--- src/rtl/rtp_pkg.sv ---
// ----------------------------------------------------------------------------
// rtp_pkg
// Shared types and constants for the rectangular-to-polar bin converter.
// ----------------------------------------------------------------------------
package rtp_pkg;

  localparam int SAMPLE_WIDTH  = 16;
  localparam int CORDIC_STAGES = 16;
  localparam int GUARD_BITS    = 16;
  localparam int ANGLE_WIDTH   = 32;
  localparam int TABLE_LEN     = 24;

  // Datapath width: sample, guard bits, growth by the CORDIC gain and sign.
  localparam int XW     = SAMPLE_WIDTH + GUARD_BITS + 4;
  localparam int UXW    = XW - 1;
  localparam int LO_W   = UXW / 2;
  localparam int HI_W   = UXW - LO_W;
  localparam int GAIN_W = 32;
  localparam int PROD_W = HI_W + GAIN_W + LO_W;

  localparam logic [GAIN_W-1:0]      GAIN_Q32     = 32'h9B74_EDA8;
  localparam logic [ANGLE_WIDTH-1:0] HALF_TURN    = 32'h8000_0000;
  localparam logic [ANGLE_WIDTH-1:0] QUARTER_TURN = 32'h4000_0000;

  localparam logic [ANGLE_WIDTH-1:0] ATAN_TABLE [TABLE_LEN] = '{
    32'h2000_0000, 32'h12E4_051E, 32'h09FB_385B, 32'h0511_11D4, 32'h028B_0D43,
    32'h0145_D7E1, 32'h00A2_F61E, 32'h0051_7C55, 32'h0028_BE53, 32'h0014_5F2F,
    32'h000A_2F98, 32'h0005_17CC, 32'h0002_8BE6, 32'h0001_45F3, 32'h0000_A2FA,
    32'h0000_517D, 32'h0000_28BE, 32'h0000_145F, 32'h0000_0A30, 32'h0000_0518,
    32'h0000_028C, 32'h0000_0146, 32'h0000_00A3, 32'h0000_0051
  };

  typedef struct packed {
    logic                    special;
    logic [SAMPLE_WIDTH-1:0] smag;
    logic signed [XW-1:0]    x;
    logic signed [XW-1:0]    y;
    logic [ANGLE_WIDTH-1:0]  acc;
    logic                    last;
  } item_t;

endpackage

--- src/rtl/rtp_entry.sv ---
// ----------------------------------------------------------------------------
// rtp_entry
// Input stage: detects axis-aligned inputs and pre-rotates into the right half.
// ----------------------------------------------------------------------------
module rtp_entry (
  input  logic                                  clk,
  input  logic                                  rst,
  input  logic                                  in_valid,
  output logic                                  in_ready,
  input  logic signed [rtp_pkg::SAMPLE_WIDTH-1:0] re,
  input  logic signed [rtp_pkg::SAMPLE_WIDTH-1:0] im,
  input  logic                                  last,
  output logic                                  out_valid,
  input  logic                                  out_ready,
  output rtp_pkg::item_t                        out_item
);
  import rtp_pkg::*;

  logic           valid;
  item_t          item;
  item_t          item_next;
  logic [XW-1:0]  re_x;
  logic [XW-1:0]  im_x;
  logic [SAMPLE_WIDTH:0] re_abs;
  logic [SAMPLE_WIDTH:0] im_abs;
  logic signed [XW-1:0] x0;
  logic signed [XW-1:0] y0;

  assign in_ready  = !valid || out_ready;
  assign out_valid = valid;
  assign out_item  = item;

  always_comb begin
    re_x   = {{(XW-SAMPLE_WIDTH){re[SAMPLE_WIDTH-1]}}, re};
    im_x   = {{(XW-SAMPLE_WIDTH){im[SAMPLE_WIDTH-1]}}, im};
    re_abs = re[SAMPLE_WIDTH-1] ? (SAMPLE_WIDTH+1)'(-re_x) : (SAMPLE_WIDTH+1)'(re_x);
    im_abs = im[SAMPLE_WIDTH-1] ? (SAMPLE_WIDTH+1)'(-im_x) : (SAMPLE_WIDTH+1)'(im_x);
    item_next.last    = last;
    item_next.special = 1'b1;
    item_next.smag    = '0;
    item_next.acc     = '0;
    x0 = re_x;
    y0 = im_x;
    if (re[SAMPLE_WIDTH-1]) begin
      if (!im[SAMPLE_WIDTH-1]) begin
        x0 = im_x;
        y0 = -re_x;
        item_next.acc = QUARTER_TURN;
      end else begin
        x0 = -im_x;
        y0 = re_x;
        item_next.acc = -QUARTER_TURN;
      end
    end
    item_next.x = x0 <<< GUARD_BITS;
    item_next.y = y0 <<< GUARD_BITS;
    priority if (re == '0 && im == '0) begin
      item_next.acc = '0;
    end else if (im == '0) begin
      item_next.smag = re_abs[SAMPLE_WIDTH-1:0];
      item_next.acc  = re[SAMPLE_WIDTH-1] ? HALF_TURN : '0;
    end else if (re == '0) begin
      item_next.smag = im_abs[SAMPLE_WIDTH-1:0];
      item_next.acc  = im[SAMPLE_WIDTH-1] ? -QUARTER_TURN : QUARTER_TURN;
    end else begin
      item_next.special = 1'b0;
    end
  end

  always_ff @(posedge clk) begin
    if (rst) begin
      valid <= 1'b0;
    end else if (in_ready) begin
      valid <= in_valid;
    end
  end

  always_ff @(posedge clk) begin
    if (in_ready && in_valid) begin
      item <= item_next;
    end
  end

endmodule

--- config.mk ---
export PLATFORM = sky130hd
export DESIGN_NAME = rtp_entry
export DESIGN_NICKNAME = d
export VERILOG_FILES = /design/src/rtl/rtp_pkg.sv /design/src/rtl/rtp_entry.sv
export SDC_FILE = /design/constraint.sdc
export NUM_CORES = 1
export LEC_CHECK = 0
export BUFFER_PORTS_ARGS = -buffer_cell sky130_fd_sc_hd__clkbuf_2
export CORE_MARGIN = 4
export CORE_UTILIZATION = 49
export DETAILED_ROUTE_END_ITERATION = 12
export PLACE_DENSITY = 0.94
export SLEW_MARGIN = 25
export SYNTH_ARGS = -nofsm -noshare
export SYNTH_HDL_FRONTEND = slang
export SYNTH_SLANG_ARGS = --single-unit
--- constraint.sdc ---
create_clock -name clk -period 3.1 [get_ports clk]
set_input_delay 0.62 -clock clk [delete_from_list [all_inputs] [get_ports clk]]
set_output_delay 0.62 -clock clk [all_outputs]
set_load 0.01 [all_outputs]
-- After elaboration in Yosys (flattened, before gate mapping)
Index checks and enable logic that the tools add are counted.
- input port bits: 37
- flip-flop bits (word level): 91
- output and inout port bits: 124
- word-level logic and storage cells: 32
- muxes and demuxes: 14
- reductions and logical operators: 8
- $add $sub $neg: 2
- operator list (operator ; number):
    $mux 32 ; 5
    $mux 16 ; 4
    $mux 20 ; 2
    $neg 20->20 ; 2
    $logic_not 16->1 ; 2
    $mux 15 ; 2
    $logic_and 1x1->1 ; 2
    $reduce_and 2->1 ; 1
    $reduce_or 2->1 ; 1
    $logic_not 1->1 ; 1
    $logic_or 1x1->1 ; 1
    $mux 1 ; 1

-- Depth between registers and ports, before layout
- word-level depth: 4
- gate-level depth with buffers: 10

-- Least setup slack after synthesis
OpenSTA, ideal clock, no wires.
- path type: input to register
- from: input out_ready
- to: register item, in the netlist out_item[0], enable pin
- cell stages on the path: 2
- data arrival time: 2.250 ns
- required time: 2.676 ns
- setup slack: 0.426 ns
- library setup time: 0.424 ns
- cells stage by stage: nand2b_1 -> and2_1
- longest elaborated chain between the ends: 2
- RTL lines (element ; RTL line ; RTL):
    from (decl) ; rtp_entry.sv:14 ; input logic out_ready,
    $logic_or 1x1->1 ; rtp_entry.sv:29 ; assign in_ready = !valid || out_ready;
    $logic_and 1x1->1 ; rtp_entry.sv:79 ; if (in_ready && in_valid) begin
    to (signal assigned) ; rtp_entry.sv:80 ; item <= item_next;
    to (decl) ; rtp_entry.sv:20 ; item_t item;
No other way between the ends.
A chain may end at the register's enable or synchronous reset.

-- Final worst setup path
- from: input re[0] in the netlist's numbering
- to: register item, in the netlist out_item[32], data pin
- longest elaborated chain between the ends: 3
- elaborated cells on any way between the ends: 4
- classes of those cells: 2 x mux; 2 x reduce/logical
- RTL lines (element ; RTL line ; RTL):
    from (decl) ; rtp_entry.sv:10 ; input logic signed [rtp_pkg::SAMPLE_WIDTH-1:0] re,
    $logic_not 16->1 (*) ; rtp_entry.sv:57, rtp_entry.sv:62 ;
    $mux 32 ; rtp_entry.sv:62 ; end else if (re == '0) begin
    $mux 32 ; rtp_entry.sv:59 ; end else if (im == '0) begin
Mark *: on every way between the ends. The rest lies on a longest branch, timed or not.

==> results_dict.tcl <==
set metrics [dict create \
    synthArstFlopShare 0 \
    place.detailed.hpwl_mm 6.33 \
    intPower_mw 1.51 \
    timing.final.crit_share 0.850 \
    r2r_end "out_item[95]$_DFFE_PP_" \
    portion_of_synthesized_cell_area_occupied_by_the_leading_cell_type 0.469 \
    crit_slowest_cell "or4b_4" \
    r2r.worst_path.cells 3 \
    status "complete, no violations" \
    final_nets 504 \
    sw_frac_of_total 0.262 \
    timing.fmax_mhz 380 \
    core_area_sq_mm 0.00769 \
    grt_first_pass_wirelength_mm 12.2 \
    worstMarginPinSlew_ns 0.604 \
    number_of_antenna_violations_at_the_first_check_in_global_routing 0 \
    seq_power_share 0.484 \
    yosys-top-cells-area "edfxtp_1, buf_4, xor2_1" \
    antenna_violating_nets_post_route 0 \
    starting_drt_drc_count 227 \
    holdCritPathClass "input port to flop" \
    sequential_share_of_the_synthesized_area 0.474 \
    holdPathEnd "out_valid$_SDFFE_PP0N_" \
    layout.area.seq_sq_mm 0.00182 \
    number_of_flip_flops_and_latches_in_the_synthesized_netlist 61 \
    worstSkewPairLatency_ns 0.34 \
    htree_levels 3 \
    hp-start "rst" \
    clk_path_buf_depth 2 \
    worst-endpoint-arrival_ns 2.69 \
    cts_hold_buffers 0 \
    final_weighted_congestion_of_routability_driven_global_placement 0.889 \
    grt_start_max_net_pins 51 \
    finalSetupViolCount 0 \
    area_added_between_synthesis_and_finish_pct 12.9 \
    synthDominantAreaCellType "edfxtp_1" \
    cpPeakStageDelay_ns 0.50 \
    fillerInstances 619 \
    wire_per_inst_microns 15.1 \
    fin_worst_skew_ns 0.00649 \
    cp.required_ns 3.15 \
    power-per-cell-area_mw_per_mm2 471 \
    die_area_sq_mm 0.00932 \
    tritoncts "done" \
    edff_count_synth 60 \
    timing.final.max_slew_violations 0 \
    final_area_sq_mm 0.00434 \
    drive_above_1_share 0.287 \
    io_pins 161 \
    via_count 2953 \
    cts_setup_buffers 0 \
    rsz_0062_raised_after_global_routing "no" \
    wl_mm 8.58 \
    rrSetupSlack_ns 1.51 \
    detailed_place.area_sq_mm 0.00414 \
    starting_utilization_of_the_core_area 0.500 \
    p_clk_frac 0.346 \
    ys_top_cells_by_count "buf_4, edfxtp_1, nor2_1" \
    drt_pass1_iterations 8 \
    n_antenna_cell 0 \
    clk_root_buffer_cell "clkbuf_8" \
    io_buffer_count 98 \
    groute.usage.overall 0.173 \
    ys_dominant_reg_cell "edfxtp_1" \
    cellLeakagePower_nw 1.86 \
    timing.critical_path.fanout_max 13 \
    setup_tns_final_ns 0 \
    post_cts_resized 0 \
    rows 32 \
    comb_power_share 0.171 \
    postSynthCellCount 370 \
    hold_depth 2 \
    post-synth-top-count-cell "buf_4" \
    vias_per_cell 5.19 \
    unique_masters_post_synth 42 \
    worst_setup_hold_path_clk_slew_ns 0.06 \
    final_report_hold_violation_count 0 \
    avgSynthCellArea_sq_um 10.4 \
    cts-buffers-inserted 9 \
    drv_cap 0 \
    crit_chain "clkbuf_2 > inv_1 > ha_1 > or4b_4 > or2_0 > nand2b_1 > nand2_1 > buf_4 > a21boi_0" \
    power.ir.vdd_worst_mv 0.231 \
    die_x_microns 96.5 \
    cp-start-kind "input port" \
    regToRegStartpoint "out_valid$_SDFFE_PP0N_" \
    route.detailed.drc 0 \
    synth.cell_area_sq_mm 0.00384 \
    switching_power_mw 0.534 \
    worstSetupEndpointType "flop" \
    yosys_warnings 0 \
    via_count_of_the_first_global_routing_pass 2457 \
    worst-setup-path-type "input port to flop" \
    worst_slew_margin_rel 0.597 \
    period_minus_slack_ns 2.63 \
    gr-total-overflow 0 \
    cts.sinks 61 \
    multi_input_comb_area_sq_mm 0.00162 \
    chipHeight_microns 96.5 \
]
per-stage QoR:
stage	power, mW	worst slack [ns]	hold WS [ns]	std cells	util
after floorplan	1.28	0.426	0.593	435	-
after global placement	1.34	0.316	0.489	553	0.539
after detailed placement	1.35	0.179	0.507	553	0.539
after CTS	2.04	0.493	0.417	569	0.564
after global routing	2.13	0.355	0.415	569	0.564
final	2.04	0.465	0.424	569	0.564
sequential cells by signal (all words and copies together) (netlist names):
name	flops
out_item	60
out_valid	1
how the worst max path moves through the flow:
stage,startpoint,end,slack (ns),cells after the start
finish,re[0],out_item[32]$_SDFFCE_PP0P_,0.47,9
CTS,re[0],out_item[32]$_SDFFCE_PP0P_,0.49,9
floorplan,out_ready,out_item[0]$_DFFE_PP_,0.43,2
global placement,re[0],out_item[32]$_SDFFCE_PP0P_,0.32,9
detailed placement,re[0],out_item[32]$_SDFFCE_PP0P_,0.18,9
global route,re[0],out_item[32]$_SDFFCE_PP0P_,0.35,9
worst max-delay path: cells and delay by family:
family                     cells  cell delay (ns)
AOI/OAI and AO/OA              1             0.16
adders and majority gates      1             0.21
and+or+nand+nor                4             1.27
buffers and inverters          3             0.43
routing by layer:
layer,vias up,track usage,part of all wire
li1,1351,-,-
met1,1340,0.202,0.35
met2,230,0.284,0.47
met3,32,0.0589,0.14
met4,0,0.0853,0.037
met5,-,0,0
layout make-up:
type / instances / share of cell area
clock buffers: 15 / 0.0384
clock inverters: 1 / 0.00692
inverters: 8 / 0.00692
multi-input cells: 279 / 0.374
flip-flops and latches: 61 / 0.420
well taps: 102 / 0.0294
repair buffers: 103 / 0.125
cells in the final DEF, fill, tap and decap left out, types with 2 or more instances in the layout:
master    synthesis  layout
nor3_1            8       8
nor4_1            5       5
nand2b_1          4       4
nand3_1           4       4
clkbuf_8          0      11
o22ai_2          10      10
or4_4             2       2
mux2i_1           4       4
xnor2_1          15      15
o31ai_1           4       4
o21a_1            2       2
conb_1            1      66
or3_1             2       2
inv_1             8       8
a21oi_1          32      32
buf_4            62       4
o21ai_0          15      15
clkbuf_2          0      98
ha_1              5       5
edfxtp_1         60      60
clkbuf_1         14       4
nand2_1          14      14
nor2_1           43      43
o22ai_1           4       4
xor2_1           23      23
or4_1             3       3
power groups by stage:
stage | Sequential, mW | Clock (mW) | Combinational [mW]
after floorplan | 1.03 | 0 | 0.248
final | 0.987 | 0.705 | 0.348
after global routing | 0.991 | 0.755 | 0.382
after CTS | 0.988 | 0.709 | 0.345
after global placement | 1.00 | 0 | 0.333
after detailed placement | 1.01 | 0 | 0.341
cells by family (layout without fill, tap and decap cells):
family                     after synthesis  in the layout  synth area share
DFF                                     61             61             0.474
xor gates and xnor gates                38             38            0.0867
buffers and inverters                   95            127             0.167
other                                    1             66          0.000977
and+or+nand+nor                         93             93             0.119
adders and majority gates                5              5            0.0163
AOI/OAI and AO/OA                       73             73             0.125
muxes                                    4              4            0.0104
Power figures use the tool's default switching activity.
