[config.mk]
export PLATFORM = sky130hd
export DESIGN_NAME = rtp_scale
export DESIGN_NICKNAME = d
export VERILOG_FILES = /design/src/rtl/rtp_pkg.sv /design/src/rtl/rtp_scale.sv
export SDC_FILE = /design/constraint.sdc
export NUM_CORES = 1
export LEC_CHECK = 0
export ABC_AREA = 1
export ABC_CLOCK_PERIOD_IN_PS = 7800
export BUFFER_PORTS_ARGS = -buffer_cell sky130_fd_sc_hd__buf_2
export CAP_MARGIN = 10
export CORE_ASPECT_RATIO = 0.9
export CORE_MARGIN = 2
export CORE_UTILIZATION = 35
export DETAILED_ROUTE_END_ITERATION = 10
export GPL_ROUTABILITY_DRIVEN = 0
export GPL_TIMING_DRIVEN = 0
export PLACE_DENSITY_LB_ADDON = 0.2
export SETUP_SLACK_MARGIN = 0.15
export SLEW_MARGIN = 30
export SYNTH_ARGS = -nofsm -noshare
export SYNTH_HDL_FRONTEND = slang
export SYNTH_SLANG_ARGS = --single-unit
[constraint.sdc]
create_clock -name clk -period 7.8 [get_ports clk]
set_input_delay 1.17 -clock clk [delete_from_list [all_inputs] [get_ports clk]]
set_output_delay 1.17 -clock clk [all_outputs]
set_load 0.005 [all_outputs]
[src/rtl/rtp_pkg.sv]
// ----------------------------------------------------------------------------
// rtp_pkg
// Shared types and constants for the rectangular-to-polar bin converter.
// ----------------------------------------------------------------------------
package rtp_pkg;

  localparam int SAMPLE_WIDTH  = 16;
  localparam int CORDIC_STAGES = 16;
  localparam int GUARD_BITS    = 16;
  localparam int ANGLE_WIDTH   = 32;
  localparam int TABLE_LEN     = 24;

  // Datapath width: sample, guard bits, growth by the CORDIC gain and sign.
  localparam int XW     = SAMPLE_WIDTH + GUARD_BITS + 4;
  localparam int UXW    = XW - 1;
  localparam int LO_W   = UXW / 2;
  localparam int HI_W   = UXW - LO_W;
  localparam int GAIN_W = 32;
  localparam int PROD_W = HI_W + GAIN_W + LO_W;

  localparam logic [GAIN_W-1:0]      GAIN_Q32     = 32'h9B74_EDA8;
  localparam logic [ANGLE_WIDTH-1:0] HALF_TURN    = 32'h8000_0000;
  localparam logic [ANGLE_WIDTH-1:0] QUARTER_TURN = 32'h4000_0000;

  localparam logic [ANGLE_WIDTH-1:0] ATAN_TABLE [TABLE_LEN] = '{
    32'h2000_0000, 32'h12E4_051E, 32'h09FB_385B, 32'h0511_11D4, 32'h028B_0D43,
    32'h0145_D7E1, 32'h00A2_F61E, 32'h0051_7C55, 32'h0028_BE53, 32'h0014_5F2F,
    32'h000A_2F98, 32'h0005_17CC, 32'h0002_8BE6, 32'h0001_45F3, 32'h0000_A2FA,
    32'h0000_517D, 32'h0000_28BE, 32'h0000_145F, 32'h0000_0A30, 32'h0000_0518,
    32'h0000_028C, 32'h0000_0146, 32'h0000_00A3, 32'h0000_0051
  };

  typedef struct packed {
    logic                    special;
    logic [SAMPLE_WIDTH-1:0] smag;
    logic signed [XW-1:0]    x;
    logic signed [XW-1:0]    y;
    logic [ANGLE_WIDTH-1:0]  acc;
    logic                    last;
  } item_t;

endpackage

[src/rtl/rtp_scale.sv]
// ----------------------------------------------------------------------------
// rtp_scale
// Gain correction of the magnitude in two partial products, phase rounding.
// ----------------------------------------------------------------------------
module rtp_scale (
  input  logic                              clk,
  input  logic                              rst,
  input  logic                              in_valid,
  output logic                              in_ready,
  input  rtp_pkg::item_t                    in_item,
  output logic                              out_valid,
  input  logic                              out_ready,
  output logic [rtp_pkg::SAMPLE_WIDTH-1:0]  magnitude,
  output logic [rtp_pkg::SAMPLE_WIDTH-1:0]  phase,
  output logic                              last_out
);
  import rtp_pkg::*;

  localparam int QW = PROD_W - ANGLE_WIDTH + 1;
  localparam int MW = QW - GUARD_BITS;

  logic                    v1;
  logic                    rdy1;
  logic [LO_W+GAIN_W-1:0]  pp_lo;
  logic [HI_W+GAIN_W-1:0]  pp_hi;
  logic                    special1;
  logic [SAMPLE_WIDTH-1:0] smag1;
  logic [ANGLE_WIDTH-1:0]  acc1;
  logic                    last1;
  logic [UXW-1:0]          ux;

  logic                    v2;
  logic                    rdy2;
  logic [PROD_W-1:0]       prod;
  logic [QW-1:0]           q;
  logic [MW-1:0]           m;
  logic [SAMPLE_WIDTH-1:0] mag_next;
  logic [ANGLE_WIDTH-1:0]  acc_rnd;

  assign rdy2      = !v2 || out_ready;
  assign rdy1      = !v1 || rdy2;
  assign in_ready  = rdy1;
  assign out_valid = v2;

  assign ux = in_item.x[XW-1] ? '0 : in_item.x[UXW-1:0];

  always_comb begin
    prod = {pp_hi, {LO_W{1'b0}}} + PROD_W'(pp_lo);
    q    = QW'(prod[PROD_W-1:ANGLE_WIDTH]) + QW'(1 << (GUARD_BITS - 1));
    m    = q[QW-1:GUARD_BITS];
    if (special1) begin
      mag_next = smag1;
    end else if (m > MW'({SAMPLE_WIDTH{1'b1}})) begin
      mag_next = '1;
    end else begin
      mag_next = m[SAMPLE_WIDTH-1:0];
    end
    acc_rnd = acc1 + ANGLE_WIDTH'(1 << (ANGLE_WIDTH - SAMPLE_WIDTH - 1));
  end

  always_ff @(posedge clk) begin
    if (rst) begin
      v1 <= 1'b0;
      v2 <= 1'b0;
    end else begin
      if (rdy1) begin
        v1 <= in_valid;
      end
      if (rdy2) begin
        v2 <= v1;
      end
    end
  end

  always_ff @(posedge clk) begin
    if (rdy1 && in_valid) begin
      pp_lo    <= (LO_W+GAIN_W)'(ux[LO_W-1:0]) * (LO_W+GAIN_W)'(GAIN_Q32);
      pp_hi    <= (HI_W+GAIN_W)'(ux[UXW-1:LO_W]) * (HI_W+GAIN_W)'(GAIN_Q32);
      special1 <= in_item.special;
      smag1    <= in_item.smag;
      acc1     <= in_item.acc;
      last1    <= in_item.last;
    end
    if (rdy2 && v1) begin
      magnitude <= mag_next;
      phase     <= acc_rnd[ANGLE_WIDTH-1:ANGLE_WIDTH-SAMPLE_WIDTH];
      last_out  <= last1;
    end
  end

endmodule

; Yosys cells after proc, flatten, opt, wreduce, memory -nomap -nowiden
; Index checks and enable logic that the tools add are counted.
[op_classes]
magnitude_cmp = 1
mux = 3
mul = 2
reduce_logical = 6
addsub = 3
[ops]
columns = cell, n
row1 = $add A67 B49 Y67, 1
row2 = $mul A18 B29 Y47 const B, 1
row3 = $mul A17 B29 Y46 const B, 1
row4 = $add A35 B16 Y36 const B, 1
row5 = $mux W35, 1
row6 = $add A32 B16 Y32 const B, 1
row7 = $mux W16, 2
row8 = $gt A20 B16 Y1 const B, 1
row9 = $logic_and A1 B1 Y1, 2
row10 = $logic_not A1 Y1, 2
row11 = $logic_or A1 B1 Y1, 2
[word_totals]
out_inout_bits = 35
input_bits = 126
reg_bits = 178

; Longest topological paths before layout
[depth]
word_depth = 5
mapped_depth = 34

; Worst setup path before layout
; Ideal clock, no wire load.
[synth_timing]
path_kind = input port to flip-flop
startpoint = input port in_item[104] (netlist bit)
endpoint = register pp_lo[47] (data pin)
setup_time_ps = 252
path_slack_ps = 831
t_arrival_ps = 6716
required_ps = 7548
path_stages = 32
cell_sequence = clkbuf_1 inv_1 clkbuf_1 nand2_1 inv_1 fa_1 inv_1 fa_1 inv_1 fa_1 fa_1 fa_1 inv_1 fa_1 inv_1 ha_1 a21oi_1 o21ai_0 nand2_1 o211ai_1 a21oi_1 nand2_1 nand2_1 nand2_1 nand2_1 nand2_1 a21oi_1 inv_1 nand2_1 nand2_1 nand2_1 nand2_1
[synth_via]
elab_chain_len = 2
[synth_rtl]
columns = element, line
row1 = from (decl), rtp_scale.sv:10  ; input rtp_pkg::item_t in_item,
row2 = $mux W35, rtp_scale.sv:45  ; assign ux = in_item.x[XW-1] ? '0 : in_item.x[UXW-1:0];
row3 = $mul A17 B29 Y46, rtp_scale.sv:77  ; pp_lo <= (LO_W+GAIN_W)'(ux[LO_W-1:0]) * (LO_W+GAIN_W)'(GAIN_Q32);
row4 = to (signal assigned), rtp_scale.sv:77
row5 = to (decl), rtp_scale.sv:24  ; logic [LO_W+GAIN_W-1:0] pp_lo;
; Every way passes these cells.
; A chain may end at the register's enable or synchronous reset.

; Worst setup path after layout
[layout_timing]
startpoint = input port in_item[104] (netlist bit)
endpoint = register pp_hi[48] (data pin)
[layout_via]
elab_chain_len = 2
[layout_rtl]
columns = element, line
row1 = $mux W35, rtp_scale.sv:45
row2 = $mul A18 B29 Y47, rtp_scale.sv:78  ; pp_hi <= (HI_W+GAIN_W)'(ux[UXW-1:LO_W]) * (HI_W+GAIN_W)'(GAIN_Q32);
row3 = to (signal assigned), rtp_scale.sv:78
row4 = to (decl), rtp_scale.sv:25  ; logic [HI_W+GAIN_W-1:0] pp_hi;
; Every way passes these cells.

==> impl_metrics.env <==
export IMPL_outcome="finished clean"
export IMPL_tritoncts_clock_tree="done"
export IMPL_setup_worst_path_start_class="primary input"
export IMPL_fin_worst_skew_ps=14.2
export IMPL_period_minus_slack_ps=7490
export IMPL_hold_viol_final=0
export IMPL_clockRootBuffer="sky130_fd_sc_hd__clkbuf_16"
export IMPL_insertedDiodeCount=0
export IMPL_class_of_the_worst_hold_path="reg -> reg"
export IMPL_cp_num_buf_inv=10
export IMPL_placementRows=96
export IMPL_synth_cells=3170
export IMPL_min_delay_start="last1$_DFFE_PP_"
export IMPL_grt_start_max_net_pins=68
export IMPL_start_util=0.353
export IMPL_clock_path_buffers=2
export IMPL_final_hold_worst_slack_ps=440
export IMPL_vertical_die_dimension_um=267
export IMPL_max_slew_margin=0.383
export IMPL_routed_via_count_divided_by_cell_count=4.53
export IMPL_fraction_of_the_cycle_the_final_worst_path_needs=0.960
export IMPL_pre_cts_ws_ps=-1350
export IMPL_syn_to_final_growth_pct=9.99
export IMPL_rsz0062_at_grt="true"
export IMPL_dieWidth_um=296
export IMPL_postRouteWirelength_um=72400
export IMPL_post_route_cells_drive_above_1_share=0.0929
export IMPL_detail_route_drc_violations=0
export IMPL_total_number_of_nets_in_the_final_design=4180
export IMPL_data_arrival_critical_path_ps=7670
export IMPL_synthesized_area_per_cell_um2=8.48
export IMPL_worst_setup_path_startpoint="in_item[104]"
export IMPL_worst_setup_hold_path_clk_slew_ps=70
export IMPL_synthesis_nets=4038
export IMPL_ys_ff_latch=146
export IMPL_timing_critical_path_fanout_max=10
export IMPL_placeableCoreArea_um2=76200
export IMPL_antenna_violations_before_repair=1
export IMPL_numPortBuffers=108
export IMPL_max_slew_worst_pin_slew_ps=916
export IMPL_grt_first_pass_wirelength_um=114000
export IMPL_synth_yosys_seq_area_share=0.162
export IMPL_max_freq_mhz=134
export IMPL_route_detailed_wl_per_inst_um=16.6
export IMPL_die_footprint_um2=79000
export IMPL_setup_violations=0
export IMPL_crit_family="adder cells"
export IMPL_post_synth_num_cell_types=52
export IMPL_ioPinCount=161
export IMPL_crit_reg2reg_launch="pp_lo[47]$_DFFE_PP_"
export IMPL_postCtsHoldBufs=0
export IMPL_dp_final_hpwl_um=64900
export IMPL_cts_buffers_inserted=17
export IMPL_synth_warning_count=0
export IMPL_hold_end="last_out$_DFFE_PP_"
export IMPL_slowest_delay_ps=610
export IMPL_postPlaceCellArea_um2=28800
export IMPL_clk_latency_ps=440
export IMPL_r2r_cells=21
export IMPL_worstReg2RegEnd="magnitude[7]$_DFFE_PP_"
export IMPL_fillcell_total=7913
export IMPL_final_cell_area_um2=29600
export IMPL_critical_path_top_cell_by_count="sky130_fd_sc_hd__inv_1"
export IMPL_stdcell_count=4354
export IMPL_critical_path_slowest_cell="sky130_fd_sc_hd__fa_1"
export IMPL_placed_cells=4309
export IMPL_end_kind="flop"
export IMPL_postRouteAntennaNets=0
export IMPL_regToRegSetupSlack_ps=4310
export IMPL_global_route_usage_sum=0.191
export IMPL_globalRoute_totalOverflow=0
export IMPL_cp_data_required_time_ps=7980
export IMPL_timing_max_cap_violations=0
export IMPL_fin_ws_ps=315
export IMPL_first_global_vias=20400
export IMPL_vias=19700
export IMPL_worst_hold_path_num_cells=0
export IMPL_detailedRoute_firstIterationViolations=1130
export IMPL_cts_htree_levels=4
export IMPL_cts_sinks=146
export IMPL_worstSetupPathType="in -> reg"
export IMPL_total_standard_cell_area_after_synthesis_um2=26900
export IMPL_drt_pass1_iterations=7
export IMPL_maxSlewViolCount=0
## per-layer routing
layer / GRT usage / share of wire / up-vias
met5: 0 / 0 / -
met3: 0.0289 / 0.056 / 55
li1: - / - / 9853
met2: 0.294 / 0.43 / 425
met4: 0.0426 / 0.020 / 0
met1: 0.282 / 0.49 / 9398
## cell type report
class / count / area [um^2] / area share
clock inverter: 15 / 141 / 0.00478
multi-input combinational: 2031 / 18800 / 0.637
tap: 1029 / 1290 / 0.0436
sequential: 146 / 4360 / 0.148
inverter: 986 / 3730 / 0.126
buffer: 7 / 68.8 / 0.00233
clock buffer: 17 / 425 / 0.0144
timing repair buffer: 123 / 693 / 0.0235
## flip-flops by register name, summed over array words and instances (netlist names)
name,cells
magnitude,16
v1,1
acc1,17
last1,1
special1,1
phase,16
last_out,1
out_valid,1
smag1,16
pp_hi,47
pp_lo,29
## synth_stat cells, drive strengths merged
cell type / count / area share
clkbuf: 5 / 0.00070
nand2: 535 / 0.078
a21o: 4 / 0.0011
clkinv: 2 / 0.00028
o21a: 7 / 0.0020
a211oi: 2 / 0.00056
xnor2: 35 / 0.011
a21boi: 2 / 0.00070
dfxtp: 2 / 0.0015
nand3b: 5 / 0.0020
inv: 984 / 0.14
o21ai: 69 / 0.013
o31ai: 5 / 0.0014
nand3: 98 / 0.021
o2111ai: 1 / 0.00033
o21bai: 9 / 0.0025
nor4: 2 / 0.00047
nor2: 212 / 0.033
nand4: 26 / 0.0063
edfxtp: 144 / 0.16
ha: 342 / 0.16
a311oi: 1 / 0.00033
o221ai: 2 / 0.00065
and2: 1 / 0.00023
nor3b: 3 / 0.00084
a31oi: 18 / 0.0042
o211a: 1 / 0.00037
xor2: 63 / 0.021
nor3: 26 / 0.0064
buf: 2 / 0.0012
fa: 400 / 0.30
o211ai: 4 / 0.0011
a21oi: 132 / 0.025
or2: 24 / 0.0056
a221oi: 2 / 0.00065
## placed cells by master, fill, tap and decap left out, types with 7 or more instances in the layout
cell type	count
sky130_fd_sc_hd__nand2_2	19
sky130_fd_sc_hd__nor2_4	10
sky130_fd_sc_hd__a31oi_1	18
sky130_fd_sc_hd__nand2_4	8
sky130_fd_sc_hd__or2_2	24
sky130_fd_sc_hd__xor2_1	63
sky130_fd_sc_hd__buf_4	13
sky130_fd_sc_hd__nand3_1	81
sky130_fd_sc_hd__fa_1	399
sky130_fd_sc_hd__clkinvlp_4	10
sky130_fd_sc_hd__nor3_1	19
sky130_fd_sc_hd__o21a_1	7
sky130_fd_sc_hd__inv_2	19
sky130_fd_sc_hd__nand4_1	25
sky130_fd_sc_hd__xnor2_1	35
sky130_fd_sc_hd__a21oi_1	125
sky130_fd_sc_hd__edfxtp_1	144
sky130_fd_sc_hd__o21ai_0	61
sky130_fd_sc_hd__clkbuf_16	17
sky130_fd_sc_hd__o21bai_1	9
sky130_fd_sc_hd__nand3_2	17
sky130_fd_sc_hd__buf_2	108
sky130_fd_sc_hd__nor2_1	186
sky130_fd_sc_hd__inv_1	957
sky130_fd_sc_hd__ha_1	336
sky130_fd_sc_hd__nand2_1	508
sky130_fd_sc_hd__nor2_2	15
## worst max path at each step
| stage | end | slack (ps) | depth (start not counted) |
|---|---|---|---|
| after floorplan | pp_lo[47]$_DFFE_PP_ | 830 | 32 |
| after global placement | pp_hi[49]$_DFFE_PP_ | -1650 | 23 |
| after detailed placement | pp_hi[45]$_DFFE_PP_ | -1350 | 25 |
| after CTS | pp_lo[47]$_DFFE_PP_ | 230 | 32 |
| after global routing | pp_hi[48]$_DFFE_PP_ | -9 | 29 |
| final | pp_hi[48]$_DFFE_PP_ | 310 | 29 |
## cell families after synthesis
kind of cell,share of synthesized area
fa+ha+maj,0.457
buf+inv,0.140
flops,0.162
xor+xnor,0.0319
compound gates,0.0540
simple gates,0.155
## stage by stage
step	util	TNS, ps
floorplan	-	0
global placement	0.377	-65700
detailed placement	0.378	-44090
CTS	0.387	0
global route	0.388	-8.81
finish	0.388	0
## what timing repair did
action	CTS	global route
setup buffers	7	6
setup endpoints to repair	53	20
gates resized for setup	26	25
Power is not shown: default switching activity piles up to over one toggle a cycle in this logic, so the estimate is an artifact.
